--- config.mk ---
export PLATFORM = sky130hd
export DESIGN_NAME = v3n_div_cell
export DESIGN_NICKNAME = d
export VERILOG_FILES = /design/src/rtl/core/v3n_pkg.sv /design/src/rtl/core/v3n_div_cell.sv
export SDC_FILE = /design/constraint.sdc
export NUM_CORES = 1
export LEC_CHECK = 0
export ABC_AREA = 0
export BUFFER_PORTS_ARGS = -buffer_cell sky130_fd_sc_hd__buf_2
export CAP_MARGIN = 0
export CORE_UTILIZATION = 35
export DETAILED_ROUTE_END_ITERATION = 10
export SLEW_MARGIN = 20
export SYNTH_ARGS = -nofsm -noshare
export SYNTH_HDL_FRONTEND = slang
export SYNTH_SLANG_ARGS = --single-unit
--- constraint.sdc ---
create_clock -name clk -period 10.2 [get_ports clk]
set_clock_uncertainty 0.1 [all_clocks]
set_input_delay 2.04 -clock clk [delete_from_list [all_inputs] [get_ports clk]]
set_output_delay 2.04 -clock clk [all_outputs]
set_load 0.01 [all_outputs]
--- src/rtl/core/v3n_pkg.sv ---
// Shared constants for the three-axis vector normaliser.
`default_nettype none
package v3n_pkg;
  localparam int SAMPLE_WIDTH_DEF = 16;  // default sample width
  localparam int IN_W             = 16;  // width of an input component port
  localparam int UNIT_W           = 16;  // width of a normalised component
  localparam int MAG_W            = 24;  // width of the magnitude port
  localparam int FRAC_SHIFT       = 22;  // numerator scaling: Q1.14 times 8 magnitude bits
  localparam int MAG_FRAC         = 8;   // fraction bits of the magnitude
  localparam int QW               = 15;  // quotient bits: the quotient never exceeds 2^14
  localparam int UNIT_ONE         = 16384;
  localparam int LANES            = 3;
endpackage
`default_nettype wire

--- src/rtl/core/v3n_div_cell.sv ---
// One cell of the division chain: settles one quotient bit of each lane per beat.
`default_nettype none
module v3n_div_cell #(
  parameter int NUM_W  = 38,
  parameter int DEN_W  = 24,
  parameter int SIDE_W = 4,
  parameter int BIT_I  = 0
) (
  input  wire logic                 clk,
  input  wire logic                 rst_n,
  input  wire logic                 up_valid,
  input  wire logic [NUM_W-1:0]     up_rem  [v3n_pkg::LANES],
  input  wire logic [v3n_pkg::QW-1:0] up_quo [v3n_pkg::LANES],
  input  wire logic [DEN_W-1:0]     up_den,
  input  wire logic [SIDE_W-1:0]    up_side,
  output logic                      up_ready,
  output logic                      dn_valid,
  output logic [NUM_W-1:0]          dn_rem  [v3n_pkg::LANES],
  output logic [v3n_pkg::QW-1:0]    dn_quo  [v3n_pkg::LANES],
  output logic [DEN_W-1:0]          dn_den,
  output logic [SIDE_W-1:0]         dn_side,
  input  wire logic                 dn_ready
);
  logic                   valid_r;
  logic [NUM_W-1:0]       rem_r   [v3n_pkg::LANES];
  logic [NUM_W-1:0]       rem_nxt [v3n_pkg::LANES];
  logic [v3n_pkg::QW-1:0] quo_r   [v3n_pkg::LANES];
  logic [v3n_pkg::QW-1:0] quo_nxt [v3n_pkg::LANES];
  logic [DEN_W-1:0]       den_r;
  logic [SIDE_W-1:0]      side_r;
  logic [NUM_W-1:0]       shifted;

  // compare and subtract the shifted divisor in every lane
  always_comb begin
    shifted = NUM_W'(up_den) << BIT_I;
    for (int l = 0; l < v3n_pkg::LANES; l++) begin
      if (up_rem[l] >= shifted) begin
        rem_nxt[l] = up_rem[l] - shifted;
        quo_nxt[l] = up_quo[l] | (v3n_pkg::QW'(1) << BIT_I);
      end else begin
        rem_nxt[l] = up_rem[l];
        quo_nxt[l] = up_quo[l];
      end
    end
  end

  assign up_ready = !valid_r || dn_ready;

  always_ff @(posedge clk) begin
    if (!rst_n) begin
      valid_r <= 1'b0;
    end else if (up_ready) begin
      valid_r <= up_valid;
    end
  end

  always_ff @(posedge clk) begin
    if (up_ready) begin
      rem_r  <= rem_nxt;
      quo_r  <= quo_nxt;
      den_r  <= up_den;
      side_r <= up_side;
    end
  end

  assign dn_valid = valid_r;
  assign dn_rem   = rem_r;
  assign dn_quo   = quo_r;
  assign dn_den   = den_r;
  assign dn_side  = side_r;
endmodule
`default_nettype wire

After elaboration in Yosys (flattened, before gate mapping)
Cells that the tools add are included.
{ "totals": {"ff_bits": 188, "latchBits": 0, "mem_bits_rw": 0, "mem_bits_ro": 0, "inputBits": 191, "output_inout_bits": 189, "word_cells": 23, "mem_count": 0} }
{ "op_classes": {"addsub": 3, "mul": 0, "n_div": 0, "order_cmp": 3, "eq_ne": 0, "shift": 0, "muxes": 3, "bitwise": 0, "reduce_logical": 2} }
{ "ops": {"columns": ["op", "n"], "rows": [
  [">= comparator 38 x 24 -> 1 bit", 3],
  ["2-to-1 mux 38 bit", 3],
  ["subtractor 38 x 24 -> 38 bit", 3],
  ["zero test 1 bit", 1],
  ["logical OR 1 bit", 1]
]} }

Logic depth before layout (Yosys ltp)
{ "logic_depth": {"depth_word": 2, "mapped_depth": 14, "depth_no_buf": 13} }

Worst setup path after synthesis
Ideal clock, no wire load.
{ "synth_path": {"path_type": "input-to-output", "start": "input port dn_ready", "end": "output port up_ready", "arrival_ns": 6.612, "required_time_ns": 8.060, "slack_ns": 1.448, "cell_stages": 1, "n_path_buf": 0, "cell_sequence": "nand2b_1"} }
{ "synth_via": {"elab_chain_cells": 1} }
{ "synth_rtl": {"columns": ["item", "line_no", "rtl"], "rows": [
  ["start, declared", "v3n_div_cell.sv:22", "input wire logic dn_ready"],
  ["logical OR 1 bit", "v3n_div_cell.sv:47", "assign up_ready = !valid_r || dn_ready;"],
  ["end, declared", "v3n_div_cell.sv:16", "output logic up_ready,"]
]} }
No other way between the ends.

==> impl_metrics.json <==
{
  "status": "completed",
  "hpwl_um": 27890,
  "cp.arrival_ns": 5.42,
  "clock_sinks": 188,
  "rr_startpoint": "dn_valid$_SDFFE_PN0P_",
  "core_um2": 31640,
  "ir_drop_mv": 0.1169,
  "ys_seq_area_share_pct": 49.99,
  "synthTopCellsByArea": "edfxtp_1, ha_1, xnor2_1",
  "p_switching_uw": 654.2,
  "initial_core_util_pct": 35.63,
  "grt_usage_pct": 21.00,
  "synthToLayoutAreaGrowth_pct": 25.55,
  "end_kind": "register",
  "fin_nets": 1679,
  "yosysTopAreaCellShare_pct": 49.81,
  "synth_mux_area_share_pct": 1.376,
  "crit_type": "in -> reg",
  "ctsHoldBuffers": 0,
  "ys.flop_type": "edfxtp_1",
  "synth_compound_area_share_pct": 16.24,
  "routabilityCongestion": 0.8493,
  "p_leak_uw": 0.006129,
  "ctsLongestPathBuffers": 2,
  "final_core_util_pct": 44.74,
  "hold_class": "reg -> reg",
  "clkPwrFrac_pct": 29.3,
  "cts_tree": "done",
  "dieHeight_um": 181.5,
  "finalSetupTns_ns": 0,
  "io_buffers": 379,
  "rsz0062_at_grt": "no",
  "syn_avg_cell_area_um2": 10.89,
  "yosys.area.top_type": "edfxtp_1",
  "reg2regPathDepth": 3,
  "grt_pass1_vias": 9105,
  "whs_path_depth": 2,
  "die_w_um": 181.5,
  "gr-total-overflow": 0,
  "wl_um": 35030,
  "numCtsBuffers": 17,
  "cp_data_required_time_ns": 10.29,
  "row_count": 65,
  "synth_seq_cells": 188,
  "grt_max_degree": 68,
  "syn_inst": 1035,
  "drc": 0,
  "max_cap_viol_count": 0,
  "root_buffer": "clkbuf_16",
  "maxSlewHeadroom_pct": 34.34,
  "wl_per_cell_um": 19.11,
  "clk_latency_ns": 0.44,
  "clkTransAtPathRegs_ns": 0.07,
  "synth_fa_ha_area_share_pct": 8.524,
  "io_pins": 380,
  "comb_power_share_pct": 25.2,
  "synth_xor_area_share_pct": 7.381,
  "holdWs_ns": 0.7915,
  "period_minus_slack_ns": 5.328,
  "dieArea_um2": 32930,
  "hold_viol_final": 0,
  "postCtsResizedCells": 0,
  "vias_per_cell": 5.158,
  "drt_iter0_drc": 440,
  "synthArstFlopShare_pct": 0,
  "post_cts_buffers": 0,
  "cp-startpoint": "up_den[0]",
  "synth_top_family_by_area": "compound AO/OA/AOI/OAI gates",
  "cp_max_fo": 42,
  "r2r_slack_ns": 7.65,
  "fin_crit_sh_pct": 52.24,
  "syn_area_um2": 11270,
  "seq_power_share_pct": 45.6,
  "synth_edf_count": 187,
  "worstHoldStart": "dn_valid$_SDFFE_PN0P_",
  "ys_types": 73,
  "vias": 9455,
  "yosys.area_share.simple_pct": 13.64,
  "finalMaxSlewViolations": 0,
  "worstReg2RegEnd": "dn_rem[49]$_DFFE_PP_",
  "power_density_nw_per_um2": 154.4,
  "antenna_found_initial": 10,
  "drtPass1Iterations": 5,
  "fmax_ghz": 0.1877,
  "syn_nets": 1301,
  "setup_viol": 0,
  "ys_warn_count": 0,
  "postRouteAntennaNets": 0,
  "swShare_pct": 29.94,
  "holdPathEnd": "dn_valid$_SDFFE_PN0P_",
  "startpoint_type": "primary input",
  "tightest_slew_ns": 0.9722,
  "htree_levels": 4,
  "grt_first_pass_wirelength_um": 51670,
  "intPower_uw": 1531,
  "drive_above_1_share_pct": 31.98
}
[worst max path at each step]
| stage | end | slack [ns] | depth (start not counted) |
|---|---|---|---|
| 4_1_cts | dn_rem[102]$_DFFE_PP_ | 4.87 | 14 |
| 2_1_floorplan | up_ready | 1.45 | 1 |
| 5_1_grt | dn_rem[110]$_DFFE_PP_ | 4.65 | 14 |
| 3_3_place_gp | dn_rem[110]$_DFFE_PP_ | 4.42 | 14 |
| 6_report | dn_rem[102]$_DFFE_PP_ | 4.87 | 14 |
| 3_5_place_dp | dn_rem[102]$_DFFE_PP_ | 4.39 | 14 |
[through the flow]
| step | total power (µW) | cells | area, µm² | setup WS (ns) |
|---|---|---|---|---|
| after global placement | 1560 | 1796 | 13590 | 4.417 |
| after CTS | 2209 | 1828 | 14140 | 4.866 |
| after detailed placement | 1562 | 1796 | 13590 | 4.393 |
| after floorplan | 1333 | 1035 | 11270 | 1.448 |
| after global routing | 2292 | 1830 | 14150 | 4.650 |
| final | 2185 | 1833 | 14150 | 4.872 |
[cells by family after synthesis]
logic type      count (synthesis)
flops                         188
xor+xnor                       95
buf+inv                        75
compound gates                280
fa+ha+maj                      75
simple gates                  308
mux                            14
[sequential cells by signal, summed over array words and instances (netlist names)]
register  count
dn_side       4
dn_den       24
dn_valid      1
dn_quo       45
dn_rem      114
[Yosys cell counts (3+ instances only)]
master / instances
edfxtp_1: 187
nand2_1: 102
a21oi_1: 78
ha_1: 72
o21ai_0: 60
nor2_1: 59
xnor2_1: 57
inv_1: 50
xor2_1: 38
a21o_1: 34
nor3_1: 24
o21ai_2: 19
clkbuf_1: 16
nand3_1: 16
and3_1: 14
nand4_1: 14
nand2b_1: 13
nor2b_1: 13
or3_1: 13
a31oi_1: 11
o21bai_1: 11
mux2_2: 10
o31ai_1: 10
nor4_1: 8
o21a_1: 8
o211ai_1: 7
a211oi_1: 6
and2_1: 6
and4_1: 5
buf_2: 5
a21boi_0: 3
a221oi_1: 3
buf_6: 3
fa_1: 3
nand3b_1: 3
nor3b_1: 3
o31a_1: 3
or2_2: 3
[final cells by class]
cell class / instances / area (µm²)
timing repair buffer: 384 / 1934
sequential: 188 / 5635
inverter: 50 / 187.7
antenna: 5 / 12.51
multi-input combinational: 772 / 5331
fill: 3054 / 17480
tap: 402 / 503.0
clock inverter: 13 / 116.4
clock buffer: 19 / 432.9
[worst max-delay path: stages]
cell and delay (ns):
buf_2 0.18, ha_1 0.19, inv_1 0.05, fa_1 0.39, a21oi_1 0.26, o211ai_1 0.16, a221oi_1 0.69, o21ai_0 0.19
nor4_1 0.47, nand2_1 0.11, buf_4 0.29, nand2_1 0.18, nor3_1 0.07, xor2_1 0.14
[placed cells by master, fill, tap and decap left out, types with 5 or more instances in the layout]
cell and count:
and3_1 14, o21bai_1 11, edfxtp_1 187, nand3_1 16
nor2b_1 13, o21a_1 8, mux2_2 10, nor4_1 8
nand4_1 14, diode_2 5, o21ai_0 60, buf_4 5
a21oi_1 78, o211ai_1 7, nor3_1 24, xnor2_1 57
o21ai_2 19, xor2_1 38, clkbuf_16 17, o31ai_1 10
nor2_1 59, ha_1 72, nand2_1 102, and4_1 5
nand2b_1 12, and2_1 6, inv_1 50, a31oi_1 11
a21o_1 34, or3_1 13, buf_2 379, a211oi_1 6
[layer usage]
metal,share of wire [%],up-vias,track usage [%]
met2,48,346,35.94
met1,42,4410,25.25
met5,0.16,-,0
met4,1.8,10,6.712
met3,7.3,39,6.157
li1,-,4650,-
[power groups by stage]
stage / clock, µW / combinational (µW) / sequential (µW)
3_3_place_gp: 0 / 547 / 1010
5_1_grt: 684 / 604 / 1000
3_5_place_dp: 0 / 550 / 1010
4_1_cts: 659 / 553 / 997
2_1_floorplan: 0 / 264 / 1070
6_report: 639 / 550 / 995
No activity file was read; power rests on OpenSTA's default activity.
