==> src/rtl/core/v3n_sqrt_cell.sv <==
// One cell of the square-root chain: settles one bit of the root per beat.
`default_nettype none
module v3n_sqrt_cell #(
  parameter int RAD_W  = 48,
  parameter int ROOT_W = 24,
  parameter int SIDE_W = 52,
  parameter int BIT_I  = 0
) (
  input  wire logic              clk,
  input  wire logic              rst_n,
  input  wire logic              up_valid,
  input  wire logic [RAD_W-1:0]  up_rem,
  input  wire logic [ROOT_W-1:0] up_root,
  input  wire logic [SIDE_W-1:0] up_side,
  output logic                   up_ready,
  output logic                   dn_valid,
  output logic [RAD_W-1:0]       dn_rem,
  output logic [ROOT_W-1:0]      dn_root,
  output logic [SIDE_W-1:0]      dn_side,
  input  wire logic              dn_ready
);
  logic              valid_r;
  logic [RAD_W-1:0]  rem_r, rem_nxt;
  logic [ROOT_W-1:0] root_r, root_nxt;
  logic [SIDE_W-1:0] side_r;
  logic [RAD_W:0]    trial;
  logic              take;

  // trial subtrahend (2*root + 2^i) * 2^i; root holds only bits above i
  always_comb begin
    trial    = ((RAD_W+1)'(up_root) << (BIT_I + 1)) | ((RAD_W+1)'(1) << (2 * BIT_I));
    take     = {1'b0, up_rem} >= trial;
    rem_nxt  = take ? RAD_W'({1'b0, up_rem} - trial) : up_rem;
    root_nxt = take ? (up_root | (ROOT_W'(1) << BIT_I)) : up_root;
  end

  assign up_ready = !valid_r || dn_ready;

  // hold while the neighbour stalls, otherwise advance
  always_ff @(posedge clk) begin
    if (!rst_n) begin
      valid_r <= 1'b0;
    end else if (up_ready) begin
      valid_r <= up_valid;
    end
  end

  always_ff @(posedge clk) begin
    if (up_ready) begin
      rem_r  <= rem_nxt;
      root_r <= root_nxt;
      side_r <= up_side;
    end
  end

  assign dn_valid = valid_r;
  assign dn_rem   = rem_r;
  assign dn_root  = root_r;
  assign dn_side  = side_r;
endmodule
`default_nettype wire

==> config.mk <==
export PLATFORM = sky130hd
export DESIGN_NAME = v3n_sqrt_cell
export DESIGN_NICKNAME = d
export VERILOG_FILES = /design/src/rtl/core/v3n_sqrt_cell.sv
export SDC_FILE = /design/constraint.sdc
export NUM_CORES = 1
export LEC_CHECK = 0
export BUFFER_PORTS_ARGS = -buffer_cell sky130_fd_sc_hd__buf_2
export CORE_AREA = 5 5 89 173
export DETAILED_ROUTE_END_ITERATION = 12
export DIE_AREA = 0 0 94 178
export PLACE_DENSITY = 0.75
export SETUP_SLACK_MARGIN = 0.5
export SLEW_MARGIN = 10
export SYNTH_ARGS = -nofsm -noshare
export SYNTH_HDL_FRONTEND = slang
export SYNTH_SLANG_ARGS = --single-unit
==> constraint.sdc <==
create_clock -name clk -period 10.6 [get_ports clk]
set_input_delay 1.06 -clock clk [delete_from_list [all_inputs] [get_ports clk]]
set_output_delay 1.06 -clock clk [all_outputs]
set_load 0.1 [all_outputs]
# Word level (Yosys, flattened, before mapping)
# Cells that the tools add are included.
# W data, S select, Z words.
[classes]
mux = 1
div = 0
mul = 0
n_bitwise = 0
shifts = 0
order_cmp = 1
n_reduce_logical = 2
eq_ne = 0
addsub = 1
[ops]
columns = ["operator", "n"]
rows = [
  ["$ge A48 B25 Y1", 1],
  ["$mux W48", 1],
  ["$sub A48 B25 Y48", 1],
  ["$logic_not A1 Y1", 1],
  ["$logic_or A1 B1 Y1", 1],
]
[totals]
output_inout_bits = 126
elab_cells = 10
latch_bits = 0
memories = 0
ramBits = 0
mem_bits_ro = 0
regBits = 125
in_bits = 128

# Depth between registers and ports, before layout
# Gate-level depths: netlist of run 1.
[depth]
depth_word = 2
ltp_mapped = 12
depth_no_buf = 11

# Least setup slack after synthesis of run 1
# OpenSTA, ideal clock, no wires.
[synth_timing]
kind = "input to output"
start = "input dn_ready"
end = "output up_ready"
setup_slack_ns = 4.775
arrival_ns = 4.765
n_path_buf = 0
path_stages = 1
t_required_ns = 9.540
cell_sequence = "nand2b_1"
[synth_via]
elab_chain_len = 1
[synth_rtl]
columns = ["item", "line", "text"]
rows = [
  ["start: declaration", "20", "input wire logic dn_ready"],
  ["$logic_or A1 B1 Y1", "37", "assign up_ready = !valid_r || dn_ready;"],
  ["end: declaration", "15", "output logic up_ready,"],
]
# No other way between the ends.

# Final worst setup path of run 1
[layout_timing]
start = "input up_root[0]"
end = "register rem_r[8] (netlist: dn_rem[8]), data pin"
[layout_via]
elab_chain_len = 2
word_cells_on_any_way = 3
cone_classes = "1 x add/sub; 1 x order compare; 1 x mux"
[layout_rtl]
columns = ["item", "line", "text"]
rows = [
  ["start: declaration", "13", "input wire logic [ROOT_W-1:0] up_root,"],
  ["$sub A48 B25 Y48 or $ge A48 B25 Y1 (tied branches)", "33, 32", ""],
  ["$mux W48 (*)", "33", "rem_nxt = take ? RAD_W'({1'b0, up_rem} - trial) : up_rem;"],
  ["via rem_nxt[8]", "23", "logic [RAD_W-1:0] rem_r, rem_nxt;"],
  ["end signal: assignment", "50", "rem_r <= rem_nxt;"],
  ["end: declaration", "23", ""],
]
# The timed path passes the listed nets; every way through them passes the cells marked *.
# A chain may end at the register's enable or synchronous reset.

==> results of run 1 <==
==> kinds of logic (layout without fill, tap and decap cells) <==
kind of cell | count (synthesis) | count (layout)
xor+xnor | 46 | 46
flops | 125 | 125
mux | 3 | 3
buf+inv | 41 | 319
compound gates | 101 | 101
other cells | 0 | 1
fa+ha+maj | 26 | 26
simple gates | 132 | 132
==> placed cells by master, fill, tap and decap left out, types with 4 or more instances in the layout <==
master and instances:
nand2b_1 8, inv_1 32, a31oi_1 4, nor2_1 24, clkbuf_16 17, xnor2_1 34
ha_1 25, a21oi_1 24, inv_6 5, buf_2 253, nand2_1 47, a21o_1 12
nand4_1 4, edfxtp_1 124, xor2_1 12, nor3_1 7, nand3b_1 4, nand3_1 10
o21ai_0 30
==> through the flow <==
step | util (%) | cell area, µm² | hold WS, ps | std cells
after global placement | 54.41 | 7559 | 1017 | 909
after CTS | 58.73 | 8158 | 802.5 | 941
after floorplan | - | 6066 | 1159 | 474
final | 58.75 | 8160 | 817.3 | 942
after global routing | 58.73 | 8158 | 791.4 | 941
after detailed placement | 54.41 | 7559 | 1095 | 909
==> layout make-up <==
class | count | area share, %
Sequential cell | 125 | 45.88
Multi-Input combinational cell | 308 | 26.68
Timing Repair Buffer | 255 | 15.70
Clock buffer | 17 | 5.213
Tap cell | 189 | 2.898
Clock inverter | 15 | 2.131
Inverter | 32 | 1.472
Antenna cell | 1 | 0.03067
==> per-layer routing <==
metal | vias to the layer above | track usage (%)
li1 | 2291 | -
met1 | 2284 | 19.81
met2 | 179 | 38.39
met3 | 37 | 4.854
met4 | 0 | 9.584
met5 | - | 0
==> worst max-delay path, cell delays in order <==
cell	delay (ps)
buf_2	70
inv_1	80
fa_1	470
a211oi_1	380
o211ai_1	190
a31oi_1	200
nor2b_1	150
nor4_4	770
buf_4	430
mux2_2	370
==> report_power, final <==
group	internal, mW	switching (mW)
clock network	0.336	0.245
registers	0.602	0.0127
logic	0.0959	0.462
==> worst paths after layout <==
kind	start	to	cells after the start
min reg2reg	dn_valid	dn_valid	2
min	up_side[25]	dn_side[25]	1
max	up_root[0]	dn_rem[8]	10
max reg2reg	dn_valid	dn_rem[7]	2
==> sequential cells by signal, indices dropped and copies added (netlist names) <==
| name | count |
|---|---|
| dn_rem | 48 |
| dn_root | 24 |
| dn_side | 52 |
| dn_valid | 1 |
==> results.py, run 1 <==
metrics = {
    "yosys": {
        "synth.area.mux_share_pct": 0.5569,
        "synthDistinctLibCells": 58,
        "synth_fa_ha_area_share_pct": 5.487,
        "yosysSeqAreaShare_pct": 61.72,
        "synth_edf_count": 124,
        "syn-num-nets": 628,
        "yosysMostFrequentCell": "edfxtp_1",
        "ys_seq_elements": 125,
        "synth_top_family_by_area": "simple AND/OR/NAND/NOR gates",
        "synthTopCellsByCount": "edfxtp_1, nand2_1, xnor2_1",
        "syn_inst": 474,
        "synth_top_area_cell": "edfxtp_1",
        "synth_xor_area_share_pct": 6.642,
        "synth_simple_gate_area_share_pct": 11.67,
        "synth_warnings": 0,
        "syn_area_mm2": 0.006066,
        "ys.flop_type": "edfxtp_1",
        "yosys.area.top_type_share_pct": 61.39,
        "synth_area_leaders": "edfxtp_1, ha_1, xnor2_1",
        "synthArstFlopShare_pct": 0,
        "synth-compound-area-share_pct": 11.26,
        "avgSynthCellArea_um2": 12.80,
    },
    "detailed_routing": {
        "drt_iter0_drc": 191,
        "top_layer": "met4",
        "firstDrtPassIters": 4,
        "met2_length_um": 9525,
        "viasPerCell": 5.086,
        "routedWlPerCell_um": 17.88,
        "dr_total_vias": 4791,
        "wl_met1_um": 5822,
        "drt_wl_total_um": 16850,
        "drcViolationCount": 0,
        "detail-route-antenna-nets": 0,
        "wl_met3_um": 979,
    },
    "hold_path": {
        "hp-class": "primary input to register",
    },
    "final_layout": {
        "nets": 893,
        "multi_input_area_mm2": 0.002177,
        "drive_gt1_share_pct": 40.96,
        "seq_area_mm2": 0.003744,
        "area_growth_pct": 34.53,
        "fillers": 1161,
    },
    "cts": {
        "clock-sinks": 125,
        "cts_buffers": 17,
        "cts_tree": "yes",
        "h-tree-depth": 4,
        "ctsResizeCount": 0,
        "cts_root_buf": "clkbuf_16",
        "ctsLongestPathBuffers": 2,
        "cts_setup_buffers": 0,
        "clk_pin_slew_ps": 70,
        "worstSkewPairLatency_ps": 410,
        "cts_hold_buf": 0,
    },
    "sta": {
        "hold_violations": 0,
        "tightestPinTransition_ps": 963.2,
        "skew_ps": 14.46,
        "rsz0062_at_grt": "no",
        "final.setup.tns_ps": 0,
        "finalMaxSlewViolations": 0,
        "slew_headroom_pct": 35.79,
        "setup_viol": 0,
        "fin_crit_sh_pct": 38.08,
        "min_period_ps": 4037,
        "max_freq_mhz": 247.7,
        "fin_ws_ps": 6563,
    },
    "power_and_ir_drop": {
        "leakage_nw": 3.496,
        "power_per_cell_area_mw_per_mm2": 214.9,
        "ir_worst_vdd_v": 0.0001548,
        "power_mw": 1.754,
    },
    "die": {
        "die_w_um": 94,
        "ios": 254,
        "initial_core_util_pct": 43.67,
        "fp.dieH_um": 178,
        "die-area_mm2": 0.01673,
        "coreArea_mm2": 0.01389,
        "rows": 61,
    },
    "global_routing": {
        "grt_max_degree": 78,
        "grt_pass1_wl_um": 25630,
        "antenna_found_initial": 0,
        "grt_pass1_vias": 5079,
        "grt_usage_pct": 20.17,
        "gr-total-overflow": 0,
    },
    "setup_path": {
        "cp_data_required_time_ps": 10750,
        "cp_max_fo": 32,
        "start_kind": "primary input",
        "endpoint_kind": "register",
        "cp.arrival_ps": 4190,
        "criticalPathCategory": "primary input to register",
        "rrSetupSlack_ps": 8430,
    },
    "placed_design": {
        "preCtsSetupSlack_ps": 6176,
        "dp_hpwl_um": 13350,
        "io_buffers": 253,
        "routabilityCongestion": 0.8944,
    },
    "status": {
        "outcome": "finished clean",
    },
    "flow_run": {
        "drv_cap": 0,
    },
}
Power figures use the tool's default switching activity.
==> run 2, diff against run 1 <==
- ABC_AREA: default -> 1
- CORE_AREA: 5 5 89 173 -> 5 5 98 191
- DIE_AREA: 0 0 94 178 -> 0 0 103 196
- clock period: 10.6 -> 3.6 ns (I/O delays scaled with it)
==> results.py, run 2 <==
metrics = {
    "cts": {
        "ctsResizeCount": 0,
        "clock-sinks": 125,
        "cts_root_buf": "clkbuf_16",
        "cts_setup_buffers": 0,
        "h-tree-depth": 4,
        "clk_pin_slew_ps": 60,
        "cts_tree": "yes",
        "cts_hold_buf": 0,
        "worstSkewPairLatency_ps": 420,
        "cts_buffers": 17,
        "ctsLongestPathBuffers": 2,
    },
    "placed_design": {
        "preCtsSetupSlack_ps": 868.5,
        "io_buffers": 253,
        "place_inst": 1360,
        "routabilityCongestion": 0.9870,
        "dp_hpwl_um": 18970,
    },
    "sta": {
        "hold_violations": 0,
        "fin_ws_ps": 1271,
        "setup_viol": 0,
        "finalMaxSlewViolations": 0,
        "skew_ps": 9.179,
        "rsz0062_at_grt": "no",
        "min_period_ps": 2329,
        "slew_headroom_pct": 53.74,
        "final.setup.tns_ps": 0,
        "max_freq_mhz": 429.3,
        "tightestPinTransition_ps": 693.9,
        "fin_crit_sh_pct": 64.71,
    },
    "detailed_routing": {
        "routedWlPerCell_um": 16.57,
        "firstDrtPassIters": 5,
        "drt_wl_total_um": 23110,
        "detail-route-antenna-nets": 0,
        "drcViolationCount": 0,
        "viasPerCell": 4.882,
        "dr_total_vias": 6805,
        "drt_iter0_drc": 285,
    },
    "power_and_ir_drop": {
        "combPwrFrac_pct": 33.6,
        "power_per_cell_area_mw_per_mm2": 551.1,
        "power.internal_mw": 3.106,
        "ir_worst_vdd_v": 0.0002903,
        "swShare_pct": 41.23,
        "clkPwrFrac_pct": 32.3,
        "pwr-share-seq_pct": 34.1,
        "leakage_nw": 4.687,
        "power.switching_mw": 2.180,
    },
    "yosys": {
        "synth_edf_count": 124,
        "synthArstFlopShare_pct": 0,
        "syn-num-nets": 1055,
        "ys_seq_elements": 125,
        "syn_area_mm2": 0.007483,
        "synthDistinctLibCells": 32,
        "yosysMostFrequentCell": "nand2_1",
        "syn_inst": 901,
        "synthTopCellsByCount": "nand2_1, inv_1, edfxtp_1",
        "yosys.area.top_type_share_pct": 49.76,
        "avgSynthCellArea_um2": 8.306,
        "synth_area_leaders": "edfxtp_1, nand2_1, inv_1",
        "yosysSeqAreaShare_pct": 50.03,
        "ys.flop_type": "edfxtp_1",
        "synth_top_area_cell": "edfxtp_1",
        "synth_warnings": 0,
    },
    "final_layout": {
        "drive_gt1_share_pct": 29.36,
        "final_util_pct": 55.80,
        "nets": 1323,
        "final_common_cell": "nand2_1",
        "largest_reg_flops": 52,
        "final_cell_mix": "nand2_1, buf_2, inv_1, edfxtp_1, nor2_1",
        "area_growth_pct": 28.16,
        "stdcell_count": 1394,
    },
    "setup_path": {
        "cp_max_fo": 19,
        "criticalPathCategory": "primary input to register",
        "cp.arrival_ps": 2620,
        "cp_data_required_time_ps": 3890,
        "endpoint_kind": "register",
        "start_kind": "primary input",
    },
    "global_routing": {
        "antenna_found_initial": 2,
        "grt_usage_pct": 22.91,
        "gr-total-overflow": 0,
        "grt_max_degree": 126,
        "grt_pass1_wl_um": 34690,
        "grt_pass1_vias": 6946,
    },
    "die": {
        "fp.dieH_um": 196,
        "ios": 254,
        "initial_core_util_pct": 43.54,
        "rows": 68,
        "die-area_mm2": 0.02019,
        "coreArea_mm2": 0.01719,
        "die_w_um": 103,
    },
    "status": {
        "outcome": "finished clean",
    },
    "hold_path": {
        "hp-class": "primary input to register",
    },
    "flow_run": {
        "drv_cap": 0,
    },
}
==> run 2: cell types whose count changed after synthesis, moves of 15 or more <==
cell	delta
nand2_1	+249
a21oi_2	+17
nand3_1	+43
inv_1	+127
o21ai_0	-15
nor2_1	+62
xnor2_1	-17
==> run 2: cell type report <==
| type | count | area, µm² |
|---|---|---|
| clock inverters | 15 | 163.9 |
| diodes | 2 | 5.005 |
| repair buffers | 256 | 1314 |
| fillers | 1692 | 7596 |
| inverters | 166 | 623.1 |
| well taps | 210 | 262.8 |
| clock buffers | 17 | 425.4 |
| multi-input cells | 603 | 3053 |
| flip-flops and latches | 125 | 3744 |
==> run 2: worst paths after layout <==
kind                     from     endpoint  slack, ps  cells after the start
setup / recovery    up_rem[1]   dn_rem[20]       1270                     14
hold reg to reg      dn_valid  dn_side[16]        940                      2
setup reg to reg     dn_valid  dn_root[18]       2220                      2
hold / removal    up_side[50]  dn_side[50]        110                      1
==> run 2: per-layer routing <==
metal / vias up / routed length, µm / global-route usage (%)
li1: 3424 / - / -
met1: 3055 / 7591 / 21.89
met2: 251 / 12580 / 42.32
met3: 75 / 1446 / 3.665
met4: 0 / 1483 / 16.04
met5: - / 0 / 0
==> run 2: power groups by stage <==
stage	Clock (mW)	Sequential (mW)	Combinational (mW)
2_1_floorplan	0	2.87	0.384
3_3_place_gp	0	1.83	1.77
3_5_place_dp	0	1.84	1.78
4_1_cts	1.74	1.81	1.78
5_1_grt	1.81	1.82	1.86
6_report	1.71	1.80	1.77
==> run 2: logic make-up (layout without fill, tap and decap cells) <==
kind of cell             Yosys count  count (layout)  synth area share [%]
AND/OR/NAND/NOR                  492             492                 27.96
buffers and inverters            173             454                 9.279
flip-flops                       125             125                 50.03
AO/OA/AOI/OAI                     62              62                 5.601
adder cells (fa/ha/maj)           26              26                 4.447
XOR/XNOR                          23              23                 2.692
other                              0               2                     0
==> run 2: metrics by stage <==
stage,hold slack [ps],power [mW],cell area (µm²)
2_1_floorplan,458.9,3.250,7491
3_3_place_gp,536.8,3.598,8996
3_5_place_dp,538.4,3.614,8996
4_1_cts,92.36,5.333,9585
5_1_grt,92.09,5.481,9590
6_report,113.7,5.286,9590
==> run 2: worst max-delay path: stages <==
cell and delay [ps]:
buf_2 120, fa_1 510, nand3_1 140, nand3_2 150, nand2_2 120, nand2_4 70, nand2_2 60, nand2_2 60
nand2_2 80, nand3_4 220, inv_2 160, buf_4 350, nand2_1 100, nand2_1 90
